[src/rtl/pali_pkg.sv]
// Shared types and constants of the polyline arc-length integrator.
// Holds the shared-unit operation codes, the sequencer control word and the
// fixed result widths; used by the top level and the sequencer.
`default_nettype none

package pali_pkg;

  localparam int LEN_W = 40;
  localparam int INT_W = 48;
  localparam int IDX_W = 16;

  localparam logic [LEN_W-1:0] LEN_MAX = 40'hFF_FFFF_FFFF;
  localparam logic signed [INT_W-1:0] INT_MAX = 48'sh7FFF_FFFF_FFFF;
  localparam logic signed [INT_W-1:0] INT_MIN = 48'sh8000_0000_0000;
  localparam logic [IDX_W-1:0] IDX_MAX = 16'hFFFF;
  localparam logic [INT_W:0] TERM_CLAMP = 49'h1_0000_0000_0000;

  localparam logic [1:0] AXIS_X = 2'd0;
  localparam logic [1:0] AXIS_Y = 2'd1;
  localparam logic [1:0] AXIS_Z = 2'd2;

  typedef enum logic [1:0] {
    OP_IDLE,
    OP_SQ,
    OP_ROOT,
    OP_MUL
  } op_t;

  typedef struct packed {
    op_t        op;
    logic [1:0] axis;
    logic       ld;
    logic       run;
    logic       fin;
  } ctrl_t;

endpackage

`default_nettype wire

[src/rtl/polyline_arc_length_integrator.sv]
// Top level of the polyline arc-length integrator: handshakes, line state,
// datapath registers and result register. Depends on pali_pkg, pali_ctrl
// and pali_addsub.
//
//   channel | direction | handshake          | word
//   in_     | input     | in_valid/in_stall   | pos_x, pos_y, pos_z, sample, line_start
//   out_    | output    | out_valid/out_stall | segment_length, arc_length,
//           |           |                     | running_integral, point_index
//
// An ordinary point keeps the block busy, once accepted, for three
// shift-add squares, a radix-4 root and a shift-add multiply, all one step a
// cycle through the shared adder. A line-start point goes straight to the
// finishing state. The next word is taken the cycle after the result is
// written to the output register, even if that result is still stalled.
// A stalled result holds the sequencer in its last cycle.
// Reset clears the line state to the origin with zero sums.
`default_nettype none

module polyline_arc_length_integrator
  import pali_pkg::*;
#(
  parameter int COORD_WIDTH = 32,
  parameter int FRAC_BITS   = 16
) (
  input  wire logic                          clk,
  input  wire logic                          rst_n,
  input  wire logic                          in_valid,
  output logic                               in_stall,
  input  wire logic signed [COORD_WIDTH-1:0] in_pos_x,
  input  wire logic signed [COORD_WIDTH-1:0] in_pos_y,
  input  wire logic signed [COORD_WIDTH-1:0] in_pos_z,
  input  wire logic signed [COORD_WIDTH-1:0] in_sample,
  input  wire logic                          in_line_start,
  output logic                               out_valid,
  input  wire logic                          out_stall,
  output logic             [LEN_W-1:0]       out_segment_length,
  output logic             [LEN_W-1:0]       out_arc_length,
  output logic signed      [INT_W-1:0]       out_running_integral,
  output logic             [IDX_W-1:0]       out_point_index
);

  localparam int CW   = COORD_WIDTH;
  localparam int SQW  = 2 * CW + 2;
  localparam int RW   = CW + 1;
  localparam int REMW = CW + 4;
  localparam int PW   = LEN_W + CW + 1;
  localparam int AW   = (SQW > PW) ? SQW : PW;
  localparam int SW   = (RW > LEN_W) ? RW : LEN_W;
  localparam int TW   = PW - FRAC_BITS - 1;
  localparam int TXW  = (TW > INT_W + 1) ? TW : INT_W + 1;

  function automatic logic [CW-1:0] abs_diff(input logic [CW-1:0] a,
                                              input logic [CW-1:0] b);
    logic signed [CW:0] d;
    d = $signed({a[CW-1], a}) - $signed({b[CW-1], b});
    abs_diff = d[CW] ? CW'(-d) : d[CW-1:0];
  endfunction

  ctrl_t ctrl;
  logic  busy;
  logic  in_fire;
  logic  hold;
  logic  fin_fire;

  logic [CW-1:0]        last_x_r, last_y_r, last_z_r, last_sample_r;
  logic [LEN_W-1:0]     length_sum_r;
  logic signed [INT_W-1:0] integral_sum_r;
  logic [IDX_W-1:0]     index_count_r;

  logic [CW-1:0]   dx_r, dy_r, dz_r;
  logic [CW:0]     mag_r;
  logic            neg_r;
  logic            start_r;
  logic [AW-1:0]   acc_r;
  logic [AW-1:0]   mcand_r;
  logic [CW:0]     mplier_r;
  logic [REMW-1:0] rem_r;
  logic [RW-1:0]   root_r;

  logic            out_valid_r;
  logic [LEN_W-1:0] out_seg_r, out_arc_r;
  logic signed [INT_W-1:0] out_int_r;
  logic [IDX_W-1:0] out_idx_r;

  logic [AW-1:0]   ua, ub, usum;
  logic            usub, ucout;
  logic [CW-1:0]   dsel;
  logic [REMW-1:0] remsh, trial;
  logic [SW-1:0]   rootx;
  logic [LEN_W-1:0] seg;
  logic [TXW-1:0]  tx;
  logic [INT_W:0]  tc;
  logic [LEN_W:0]  len_add;
  logic [LEN_W-1:0] length_sum_nxt;
  logic signed [INT_W+1:0] isum;
  logic signed [INT_W-1:0] integral_sum_nxt;
  logic [IDX_W-1:0] index_count_nxt;
  logic signed [CW:0] ssum;

  assign in_fire  = in_valid && !in_stall;
  assign in_stall = busy;
  assign hold     = out_valid_r && out_stall;
  assign fin_fire = ctrl.fin && !hold;

  pali_ctrl #(
    .COORD_WIDTH(COORD_WIDTH)
  ) u_ctrl (
    .clk  (clk),
    .rst_n(rst_n),
    .go   (in_fire && !in_line_start),
    .skip (in_fire && in_line_start),
    .hold (hold),
    .ctrl (ctrl),
    .busy (busy)
  );

  pali_addsub #(
    .W(AW)
  ) u_addsub (
    .a   (ua),
    .b   (ub),
    .sub (usub),
    .sum (usum),
    .cout(ucout)
  );

  assign remsh = {rem_r[REMW-3:0], acc_r[SQW-1:SQW-2]};
  assign trial = REMW'({root_r, 2'b01});
  assign ssum  = $signed({last_sample_r[CW-1], last_sample_r})
               + $signed({in_sample[CW-1], in_sample});

  always_comb begin
    unique case (ctrl.axis)
      AXIS_X:  dsel = dx_r;
      AXIS_Y:  dsel = dy_r;
      default: dsel = dz_r;
    endcase
  end

  always_comb begin
    ua   = '0;
    ub   = '0;
    usub = 1'b0;
    unique case (ctrl.op)
      OP_SQ, OP_MUL: begin
        ua = acc_r;
        ub = mplier_r[0] ? mcand_r : '0;
      end
      OP_ROOT: begin
        ua   = AW'(remsh);
        ub   = AW'(trial);
        usub = 1'b1;
      end
      default: begin
        ua = '0;
      end
    endcase
  end

  always_comb begin
    rootx = SW'(root_r);
    seg   = (rootx > SW'(LEN_MAX)) ? LEN_MAX : rootx[LEN_W-1:0];
    tx    = TXW'(acc_r[PW-1:FRAC_BITS+1]);
    tc    = (tx > TXW'(TERM_CLAMP)) ? TERM_CLAMP : tx[INT_W:0];

    len_add = {1'b0, length_sum_r} + {1'b0, seg};
    isum    = neg_r ? (INT_W+2)'(integral_sum_r) - $signed({1'b0, tc})
                    : (INT_W+2)'(integral_sum_r) + $signed({1'b0, tc});

    if (start_r) begin
      length_sum_nxt   = '0;
      integral_sum_nxt = '0;
      index_count_nxt  = '0;
    end else begin
      length_sum_nxt = len_add[LEN_W] ? LEN_MAX : len_add[LEN_W-1:0];
      priority if (isum > (INT_W+2)'(INT_MAX)) begin
        integral_sum_nxt = INT_MAX;
      end else if (isum < (INT_W+2)'(INT_MIN)) begin
        integral_sum_nxt = INT_MIN;
      end else begin
        integral_sum_nxt = isum[INT_W-1:0];
      end
      index_count_nxt = (index_count_r == IDX_MAX) ? IDX_MAX
                                                   : index_count_r + IDX_W'(1);
    end
  end

  always_ff @(posedge clk) begin
    if (!rst_n) begin
      last_x_r       <= '0;
      last_y_r       <= '0;
      last_z_r       <= '0;
      last_sample_r  <= '0;
      length_sum_r   <= '0;
      integral_sum_r <= '0;
      index_count_r  <= '0;
      out_valid_r    <= 1'b0;
    end else begin
      if (in_fire) begin
        last_x_r      <= in_pos_x;
        last_y_r      <= in_pos_y;
        last_z_r      <= in_pos_z;
        last_sample_r <= in_sample;
      end
      if (fin_fire) begin
        length_sum_r   <= length_sum_nxt;
        integral_sum_r <= integral_sum_nxt;
        index_count_r  <= index_count_nxt;
        out_valid_r    <= 1'b1;
      end else if (!out_stall) begin
        out_valid_r <= 1'b0;
      end
    end
  end

  always_ff @(posedge clk) begin
    if (in_fire) begin
      dx_r    <= abs_diff(in_pos_x, last_x_r);
      dy_r    <= abs_diff(in_pos_y, last_y_r);
      dz_r    <= abs_diff(in_pos_z, last_z_r);
      neg_r   <= ssum[CW];
      mag_r   <= ssum[CW] ? (CW+1)'(-ssum) : ssum;
      start_r <= in_line_start;
      acc_r   <= '0;
    end else if (ctrl.ld) begin
      unique case (ctrl.op)
        OP_SQ: begin
          mcand_r  <= AW'(dsel);
          mplier_r <= {1'b0, dsel};
        end
        OP_ROOT: begin
          rem_r  <= '0;
          root_r <= '0;
        end
        OP_MUL: begin
          mcand_r  <= AW'(seg);
          mplier_r <= mag_r;
          acc_r    <= '0;
        end
        default: begin
          acc_r <= acc_r;
        end
      endcase
    end else if (ctrl.run) begin
      unique case (ctrl.op)
        OP_SQ, OP_MUL: begin
          acc_r    <= usum;
          mcand_r  <= mcand_r << 1;
          mplier_r <= mplier_r >> 1;
        end
        OP_ROOT: begin
          acc_r <= acc_r << 2;
          if (ucout) begin
            rem_r  <= usum[REMW-1:0];
            root_r <= {root_r[RW-2:0], 1'b1};
          end else begin
            rem_r  <= remsh;
            root_r <= {root_r[RW-2:0], 1'b0};
          end
        end
        default: begin
          acc_r <= acc_r;
        end
      endcase
    end
  end

  always_ff @(posedge clk) begin
    if (fin_fire) begin
      out_seg_r <= start_r ? '0 : seg;
      out_arc_r <= length_sum_nxt;
      out_int_r <= integral_sum_nxt;
      out_idx_r <= index_count_nxt;
    end
  end

  assign out_valid            = out_valid_r;
  assign out_segment_length   = out_seg_r;
  assign out_arc_length       = out_arc_r;
  assign out_running_integral = out_int_r;
  assign out_point_index      = out_idx_r;

  a_busy_after_accept: assert property (@(posedge clk) disable iff (!rst_n)
    in_fire |=> in_stall)
    else $error("Block not busy after taking a word.");

  a_valid_from_fin: assert property (@(posedge clk) disable iff (!rst_n)
    $rose(out_valid) |-> $past(ctrl.fin))
    else $error("Result appeared without a finishing cycle.");

  a_arc_monotonic: assert property (@(posedge clk) disable iff (!rst_n)
    (fin_fire && !start_r) |-> (length_sum_nxt >= length_sum_r))
    else $error("Arc length decreased within a line.");

endmodule

`default_nettype wire

[src/rtl/pali_addsub.sv]
// Shared adder and subtractor of the integrator datapath.
// Plain W-bit add or subtract with carry out; no package dependency.
`default_nettype none

module pali_addsub #(
  parameter int W = 73
) (
  input  wire logic [W-1:0] a,
  input  wire logic [W-1:0] b,
  input  wire logic         sub,
  output logic      [W-1:0] sum,
  output logic              cout
);

  // For a subtraction the carry out is high when a is not below b.
  assign {cout, sum} = {1'b0, a} + {1'b0, b ^ {W{sub}}} + (W+1)'(sub);

endmodule

`default_nettype wire

[src/rtl/pali_ctrl.sv]
// Sequencer of the integrator: walks the square, root and multiply phases.
// Depends on pali_pkg for the operation codes and the control word.
`default_nettype none

module pali_ctrl
  import pali_pkg::*;
#(
  parameter int COORD_WIDTH = 32
) (
  input  wire logic  clk,
  input  wire logic  rst_n,
  input  wire logic  go,
  input  wire logic  skip,
  input  wire logic  hold,
  output ctrl_t      ctrl,
  output logic       busy
);

  localparam int CNTW = $clog2(COORD_WIDTH + 2);

  typedef enum logic [1:0] {
    S_IDLE,
    S_LOAD,
    S_RUN,
    S_FIN
  } state_t;

  state_t          state_r;
  op_t             op_r;
  logic [1:0]      axis_r;
  logic [CNTW-1:0] cnt_r;

  always_ff @(posedge clk) begin
    if (!rst_n) begin
      state_r <= S_IDLE;
      op_r    <= OP_IDLE;
      axis_r  <= AXIS_X;
      cnt_r   <= '0;
    end else begin
      unique case (state_r)
        S_IDLE: begin
          if (go) begin
            state_r <= S_LOAD;
            op_r    <= OP_SQ;
            axis_r  <= AXIS_X;
          end else if (skip) begin
            state_r <= S_FIN;
          end
        end
        S_LOAD: begin
          state_r <= S_RUN;
          if (op_r == OP_SQ) begin
            cnt_r <= CNTW'(COORD_WIDTH - 1);
          end else begin
            cnt_r <= CNTW'(COORD_WIDTH);
          end
        end
        S_RUN: begin
          if (cnt_r == '0) begin
            state_r <= S_LOAD;
            priority if (op_r == OP_SQ && axis_r != AXIS_Z) begin
              axis_r <= axis_r + 2'd1;
            end else if (op_r == OP_SQ) begin
              op_r <= OP_ROOT;
            end else if (op_r == OP_ROOT) begin
              op_r <= OP_MUL;
            end else begin
              state_r <= S_FIN;
            end
          end else begin
            cnt_r <= cnt_r - CNTW'(1);
          end
        end
        S_FIN: begin
          if (!hold) begin
            state_r <= S_IDLE;
            op_r    <= OP_IDLE;
          end
        end
        default: state_r <= S_IDLE;
      endcase
    end
  end

  always_comb begin
    ctrl.op   = op_r;
    ctrl.axis = axis_r;
    ctrl.ld   = (state_r == S_LOAD);
    ctrl.run  = (state_r == S_RUN);
    ctrl.fin  = (state_r == S_FIN);
  end

  assign busy = (state_r != S_IDLE);

endmodule

`default_nettype wire

[config.mk]
export PLATFORM = sky130hd
export DESIGN_NAME = polyline_arc_length_integrator
export DESIGN_NICKNAME = d
export VERILOG_FILES = /design/src/rtl/pali_pkg.sv /design/src/rtl/polyline_arc_length_integrator.sv /design/src/rtl/pali_addsub.sv /design/src/rtl/pali_ctrl.sv
export SDC_FILE = /design/constraint.sdc
export NUM_CORES = 2
export LEC_CHECK = 0
export BUFFER_PORTS_ARGS = -buffer_cell sky130_fd_sc_hd__buf_2
export CAP_MARGIN = 20
export CORE_ASPECT_RATIO = 0.75
export CORE_MARGIN = 2
export CORE_UTILIZATION = 40
export DETAILED_ROUTE_END_ITERATION = 16
export GPL_TIMING_DRIVEN = 0
export PLACE_DENSITY = 0.56
export SLEW_MARGIN = 20
export SYNTH_ARGS = -nofsm -noshare
export SYNTH_HDL_FRONTEND = slang
export SYNTH_SLANG_ARGS = --single-unit
[constraint.sdc]
create_clock -name clk -period 7.7 [get_ports clk]
set_input_delay 0 -clock clk [delete_from_list [all_inputs] [get_ports clk]]
set_output_delay 0 -clock clk [all_outputs]
set_load 0.01 [all_outputs]
Yosys cells after proc, flatten, opt, wreduce, memory -nomap -nowiden
Cells that the tools add are included.
{ "word_totals": {"elab_cells": 159, "inputBits": 133, "ff_bits": 766, "output_inout_bits": 146} }
{ "op_classes": {"reduce_logical": 26, "n_eq_ne": 20, "addsub": 16, "muxes": 63, "bitwise_logic": 2, "n_lt_le_gt_ge": 3} }
{ "ops": {"columns": ["cell", "count"], "rows": [
  ["$pmux 73 s2", 4],
  ["$mux 73", 7],
  ["$mux 33", 7],
  ["$mux 34", 5],
  ["$mux 48", 3],
  ["$mux 32", 4],
  ["$sub 32x32->33", 3],
  ["$neg 32->32", 3],
  ["$mux 40", 2],
  ["$add 73x73->74", 1],
  ["$add 74x1->74", 1],
  ["$xor 73x73->73", 1],
  ["$pmux 33 s2", 1],
  ["$pmux 32 s2", 1],
  ["$gt 56x49->1 const B", 1],
  ["$add 48x50->50", 1],
  ["$gt 50x48->1 const B", 1],
  ["$lt 50x48->1 const B", 1],
  ["$mux 50", 1],
  ["$sub 48x50->50", 1],
  ["$mux 49", 1],
  ["$add 40x33->41", 1],
  ["$add 32x32->33", 1],
  ["$neg 33->33", 1],
  ["other kinds (29)", 77]
]} }

Longest topological paths before layout
{ "depth": {"word_depth": 10, "ltp_mapped": 34, "mapped_depth_nobuf": 27} }

By module
From an unflattened synthesis, not the netlist that was laid out.
{ "unflattened": {"cells_unflattened": 6097, "hier_area_um2": 52326.4} }
{ "modules_own_cells": {"columns": ["module", "area_each_um2", "cells_each", "n_inst", "seq_area_each_um2"], "rows": [
  ["polyline_arc_length_integrator", 46408.3, 5243, 1, 19368.6],
  ["pali_addsub", 5138.7, 760, 1, 0.0],
  ["pali_ctrl", 779.5, 94, 1, 240.2]
]} }

Worst setup path after synthesis
No wires, ideal clock.
{ "synth_path": {"path_type": "register -> register", "from": "register acc_r[31]", "to": "register out_int_r[10], in the netlist out_running_integral[10], data pin", "arrival_ns": 6.979, "path_slack_ns": 0.450, "n_path_buf": 7, "setup_ns": 0.270, "period_less_slack_ns": 7.250, "required_ns": 7.430, "stages_incl_launch_ff": 31, "path_cell_list": "dfxtp_1 clkbuf_1 or4_1 or4_1 nor4_1 and2_1 nand2_1 a21oi_1 clkbuf_1 buf_1 and2_1 inv_1 ha_1 nor2_1 or2_2 clkbuf_1 clkbuf_1 o211ai_1 ha_1 nand4_1 a211oi_1 a22oi_1 o211a_1 or3_1 a21oi_1 and2_1 a311oi_1 o21ai_0 clkbuf_1 buf_1 a21oi_1"} }
{ "synth_via": {"elab_chain_len": 8} }
{ "synth_lines": {"columns": ["item", "line", "source"], "rows": [
  ["from (decl)", "polyline_arc_length_integrator.sv:74", "logic [AW-1:0] acc_r;"],
  ["from (signal assigned)", "polyline_arc_length_integrator.sv:241", "acc_r <= acc_r;"],
  ["from (signal assigned)", "polyline_arc_length_integrator.sv:247", "acc_r <= usum;"],
  ["from (signal assigned)", "polyline_arc_length_integrator.sv:252", "acc_r <= acc_r << 2;"],
  ["$gt 56x49->1", "polyline_arc_length_integrator.sv:164", "tc = (tx > TXW'(TERM_CLAMP)) ? TERM_CLAMP : tx[INT_W:0];"],
  ["$mux 49 (*)", "polyline_arc_length_integrator.sv:164", null],
  ["$add 48x50->50 / $sub 48x50->50 (equally long branches)", "polyline_arc_length_integrator.sv:168, polyline_arc_length_integrator.sv:167", null],
  ["$mux 50 (*)", "polyline_arc_length_integrator.sv:167", "isum = neg_r ? (INT_W+2)'(integral_sum_r) - $signed({1'b0, tc})"],
  ["$lt 50x48->1", "polyline_arc_length_integrator.sv:178", "end else if (isum < (INT_W+2)'(INT_MIN)) begin"],
  ["$mux 48", "polyline_arc_length_integrator.sv:178", null],
  ["$mux 48 (*)", "polyline_arc_length_integrator.sv:176", "priority if (isum > (INT_W+2)'(INT_MAX)) begin"],
  ["$mux 48 (*)", "polyline_arc_length_integrator.sv:170", "if (start_r) begin"],
  ["via integral_sum_nxt[10]", "polyline_arc_length_integrator.sv:96", "logic signed [INT_W-1:0] integral_sum_nxt;"],
  ["to (signal assigned)", "polyline_arc_length_integrator.sv:272", "out_int_r <= integral_sum_nxt;"],
  ["to (decl)", "polyline_arc_length_integrator.sv:82", "logic signed [INT_W-1:0] out_int_r;"]
]} }
Mark *: on every way through the listed nets, which the timed path passes. The rest lies on a longest branch.
A chain may end at the register's enable or synchronous reset.

Final worst setup path
{ "layout_path": {"from": "register acc_r[31]", "to": "register integral_sum_r[44]"} }
{ "layout_via": {"elab_chain_len": 8} }
{ "layout_lines": {"columns": ["item", "line", "source"], "rows": [
  ["$gt 56x49->1", "polyline_arc_length_integrator.sv:164", null],
  ["$mux 49 (*)", "polyline_arc_length_integrator.sv:164", null],
  ["$add 48x50->50 / $sub 48x50->50 (equally long branches)", "polyline_arc_length_integrator.sv:168, polyline_arc_length_integrator.sv:167", null],
  ["$mux 50 (*)", "polyline_arc_length_integrator.sv:167", null],
  ["$lt 50x48->1", "polyline_arc_length_integrator.sv:178", null],
  ["$mux 48", "polyline_arc_length_integrator.sv:178", null],
  ["$mux 48 (*)", "polyline_arc_length_integrator.sv:176", null],
  ["$mux 48 (*)", "polyline_arc_length_integrator.sv:170", null],
  ["to (signal assigned)", "polyline_arc_length_integrator.sv:207", "integral_sum_r <= integral_sum_nxt;"],
  ["to (decl)", "polyline_arc_length_integrator.sv:67", "logic signed [INT_W-1:0] integral_sum_r;"]
]} }
Mark *: on every way between the ends. The rest lies on a longest branch, timed or not.

==> flow_metrics.tcl <==
set metrics [dict create \
    critPathCaptureType "flop" \
    fillers 12480 \
    outcome "finished, final reports clean" \
    max_slew_margin_pct 26.17 \
    syn_area_mm2 0.05172 \
    critPathKind "reg2reg" \
    syn_to_final_growth_pct 16.68 \
    pre_cts_ws_ns -2.677 \
    fin_skew_ns 0.03423 \
    setup_viol_count_final 0 \
    synthTopCellsByArea "edfxtp_1 (26%), dfxtp_1 (12%), ha_1 (7.3%)" \
    crit_required_ns 8.29 \
    finalCriticalPeriod_ns 7.469 \
    crit_family "compound AO/OA/AOI/OAI gates" \
    syn_inst 6003 \
    die_h_um 315.4 \
    synth.distinct_cells 93 \
    async_flop_share_pct 0 \
    ios 279 \
    tightest_slew_ns 1.107 \
    dpl_cell_area_mm2 0.05565 \
    dpl.cell_count 8035 \
    start_kind "flop" \
    leakagePower_uw 0.02438 \
    arrival_ns 8.06 \
    vias_per_cell 5.734 \
    cts_tree "yes" \
    whs_path_depth 4 \
    track_usage_pct 27.11 \
    yosys.area.top_type_share_pct 25.61 \
    setup_slack_ns 0.2309 \
    max_clock_freq_mhz 133.9 \
    place_congestion 0.9526 \
    drt_iter0_drc 5103 \
    synth_enable_flop_cells 441 \
    nets 6966 \
    power_density_mw_per_mm2 506.1 \
    hold_class "in2reg" \
    routed_wl_mm 183.9 \
    ant_nets 0 \
    final_util_pct 46.95 \
    via_count 47820 \
    peakVddDrop_uv 560.5 \
    path_buf_inv 7 \
    ys_seq_elements 759 \
    slew_violations 0 \
    drv_cap 0 \
    firstDrtPassIters 6 \
    cts_buffers 86 \
    numClockSinks 759 \
    grt_pass1_vias 43730 \
    syn_avg_cell_area_um2 8.615 \
    ctsLongestPathBuffers 3 \
    cp.depth 32 \
    yosysMostFrequentCell "nand2_1" \
    cp_slowest_cell "or4_1" \
    critPathMaxFanout 10 \
    routedWlPerCell_um 22.05 \
    h-tree-depth 3 \
    place_hpwl_mm 143.6 \
    grt_pass1_wl_mm 275.2 \
    rows 114 \
    overflow 0 \
    reg2regPathDepth 32 \
    clock_latency_ns 0.73 \
    core_area_mm2 0.1285 \
    final.period_utilization_pct 97.00 \
    port_buffers 271 \
    ys_warn_count 0 \
    crit_start "acc_r[31]" \
    total_power_uw 30540 \
    path_clk_slew_ns 0.07 \
    die_area_mm2 0.1322 \
    start_util_pct 40.24 \
    grt_max_degree 51 \
    drive_above_1_share_pct 9.384 \
    synth_common_cells "nand2_1 (826), a21oi_1 (542), edfxtp_1 (441)" \
    synthFlopType "edfxtp_1" \
    critical-path-max-stage-delay_ns 0.60 \
    stdcell_count 8339 \
    cpMostUsedCell "a21o_1" \
    die-width_um 419.2 \
    hold_viol 0 \
    synth_top_cell_by_area "edfxtp_1" \
    r2r_start "acc_r[31]" \
    synth-seq-area-share_pct 37.92 \
    route.detailed.drc 0 \
    fin_area_mm2 0.06034 \
    antenna_found_initial 6 \
    cts-root-buf "clkbuf_16" \
    min_from "in_pos_x[2]" \
]
cells by family (layout without fill, tap and decap cells):
family,count (synthesis),count (layout),share of synthesized area (%)
buf+inv,595,1182,4.389
fa+ha+maj,310,310,7.602
mux,56,56,1.108
other cells,1,10,0.007251
flops,759,759,37.92
simple gates,2015,2015,18.24
xor+xnor,380,380,6.436
compound gates,1887,1887,24.30
worst register-to-register path: cells and delay by family, from the launching register on:
| family | cells | cell delay (ns) |
|---|---|---|
| AOI/OAI and AO/OA | 13 | 2.75 |
| adders and majority gates | 2 | 0.53 |
| and+or+nand+nor | 9 | 2.43 |
| DFF | 1 | 0.41 |
| buffers and inverters | 7 | 1.15 |
| xor gates and xnor gates | 1 | 0.12 |
where the power goes:
group	leakage (uW)	total [uW]	switching, uW	internal, uW
logic	0.0163	19700	12800	6930
registers	0.00667	6490	594	5890
clock network	0.00141	4320	1870	2450
timing repair:
action	4_1_cts	5_1_grt
endpoints found under the hold margin	161	0
hold buffers	132	0
gates resized for setup	63	58
pin swaps	2	16
setup buffers	5	17
endpoints found under the setup margin	110	128
stage by stage:
stage | hold slack [ns] | TNS [ns]
finish | 0.07779 | 0
global route | 0.07931 | -0.01339
CTS | 0.02623 | -0.02221
detailed placement | 0.2490 | -236.37
global placement | 0.2575 | -1014.54
floorplan | 0.09887 | 0
sequential cells by signal, summed over array words and instances (netlist names), 33 cells and up:
name and flops:
acc_r 73, out_arc_length 40, mag_r 33, length_sum_r 40, rem_r 34, integral_sum_r 48
root_r 33, mcand_r 73, out_segment_length 33, mplier_r 33, out_running_integral 48
final timing paths:
path / to / slack [ns]
max: integral_sum_r[44] / 0.23
min: last_x_r[2] / 0.08
max reg2reg: integral_sum_r[44] / 0.23
min reg2reg: last_x_r[4] / 0.46
placed cells by master (no fill, tap or decap), types with 33 or more instances in the layout:
cell,count
nand2_1,825
a21oi_1,530
edfxtp_1,441
nor2_1,406
dfxtp_1,315
o21ai_0,304
ha_1,295
clkbuf_1,288
buf_2,280
inv_1,239
xnor2_1,236
a21o_1,190
xor2_1,144
a21boi_0,142
nor2b_1,140
dlygate4sd3_1,132
nand3_1,125
clkbuf_16,91
nor3_1,85
a221o_1,80
and3_1,76
a22oi_1,75
and2_1,70
a31oi_1,57
nand4_1,55
o21bai_1,52
mux2i_1,46
a211oi_1,45
nand2b_1,43
a211o_1,41
o211ai_1,39
o21a_1,37
a22o_1,37
o31ai_1,34
or3_1,33
metal layers:
| metal | GRT usage, % | vias up | part of all wire (%) |
|---|---|---|---|
| met4 | 7.606 | 0 | 2.8 |
| li1 | - | 22930 | - |
| met5 | 0 | - | 0 |
| met2 | 37.26 | 1821 | 39 |
| met3 | 4.369 | 220 | 8.3 |
| met1 | 42.87 | 22840 | 50 |
cell type report:
cell class / instances / area [um^2] / share of cell area (%)
antenna: 3 / 7.507 / 0.01244
buffer: 341 / 1405 / 2.328
clock inverter: 50 / 505.5 / 0.8377
timing repair buffer: 440 / 3194 / 5.293
tap: 1740 / 2177 / 3.608
clock buffer: 111 / 2391 / 3.962
multi-input combinational: 4655 / 30150 / 49.96
sequential: 759 / 19610 / 32.50
inverter: 240 / 900.9 / 1.493
No activity file was read; power rests on OpenSTA's default activity.
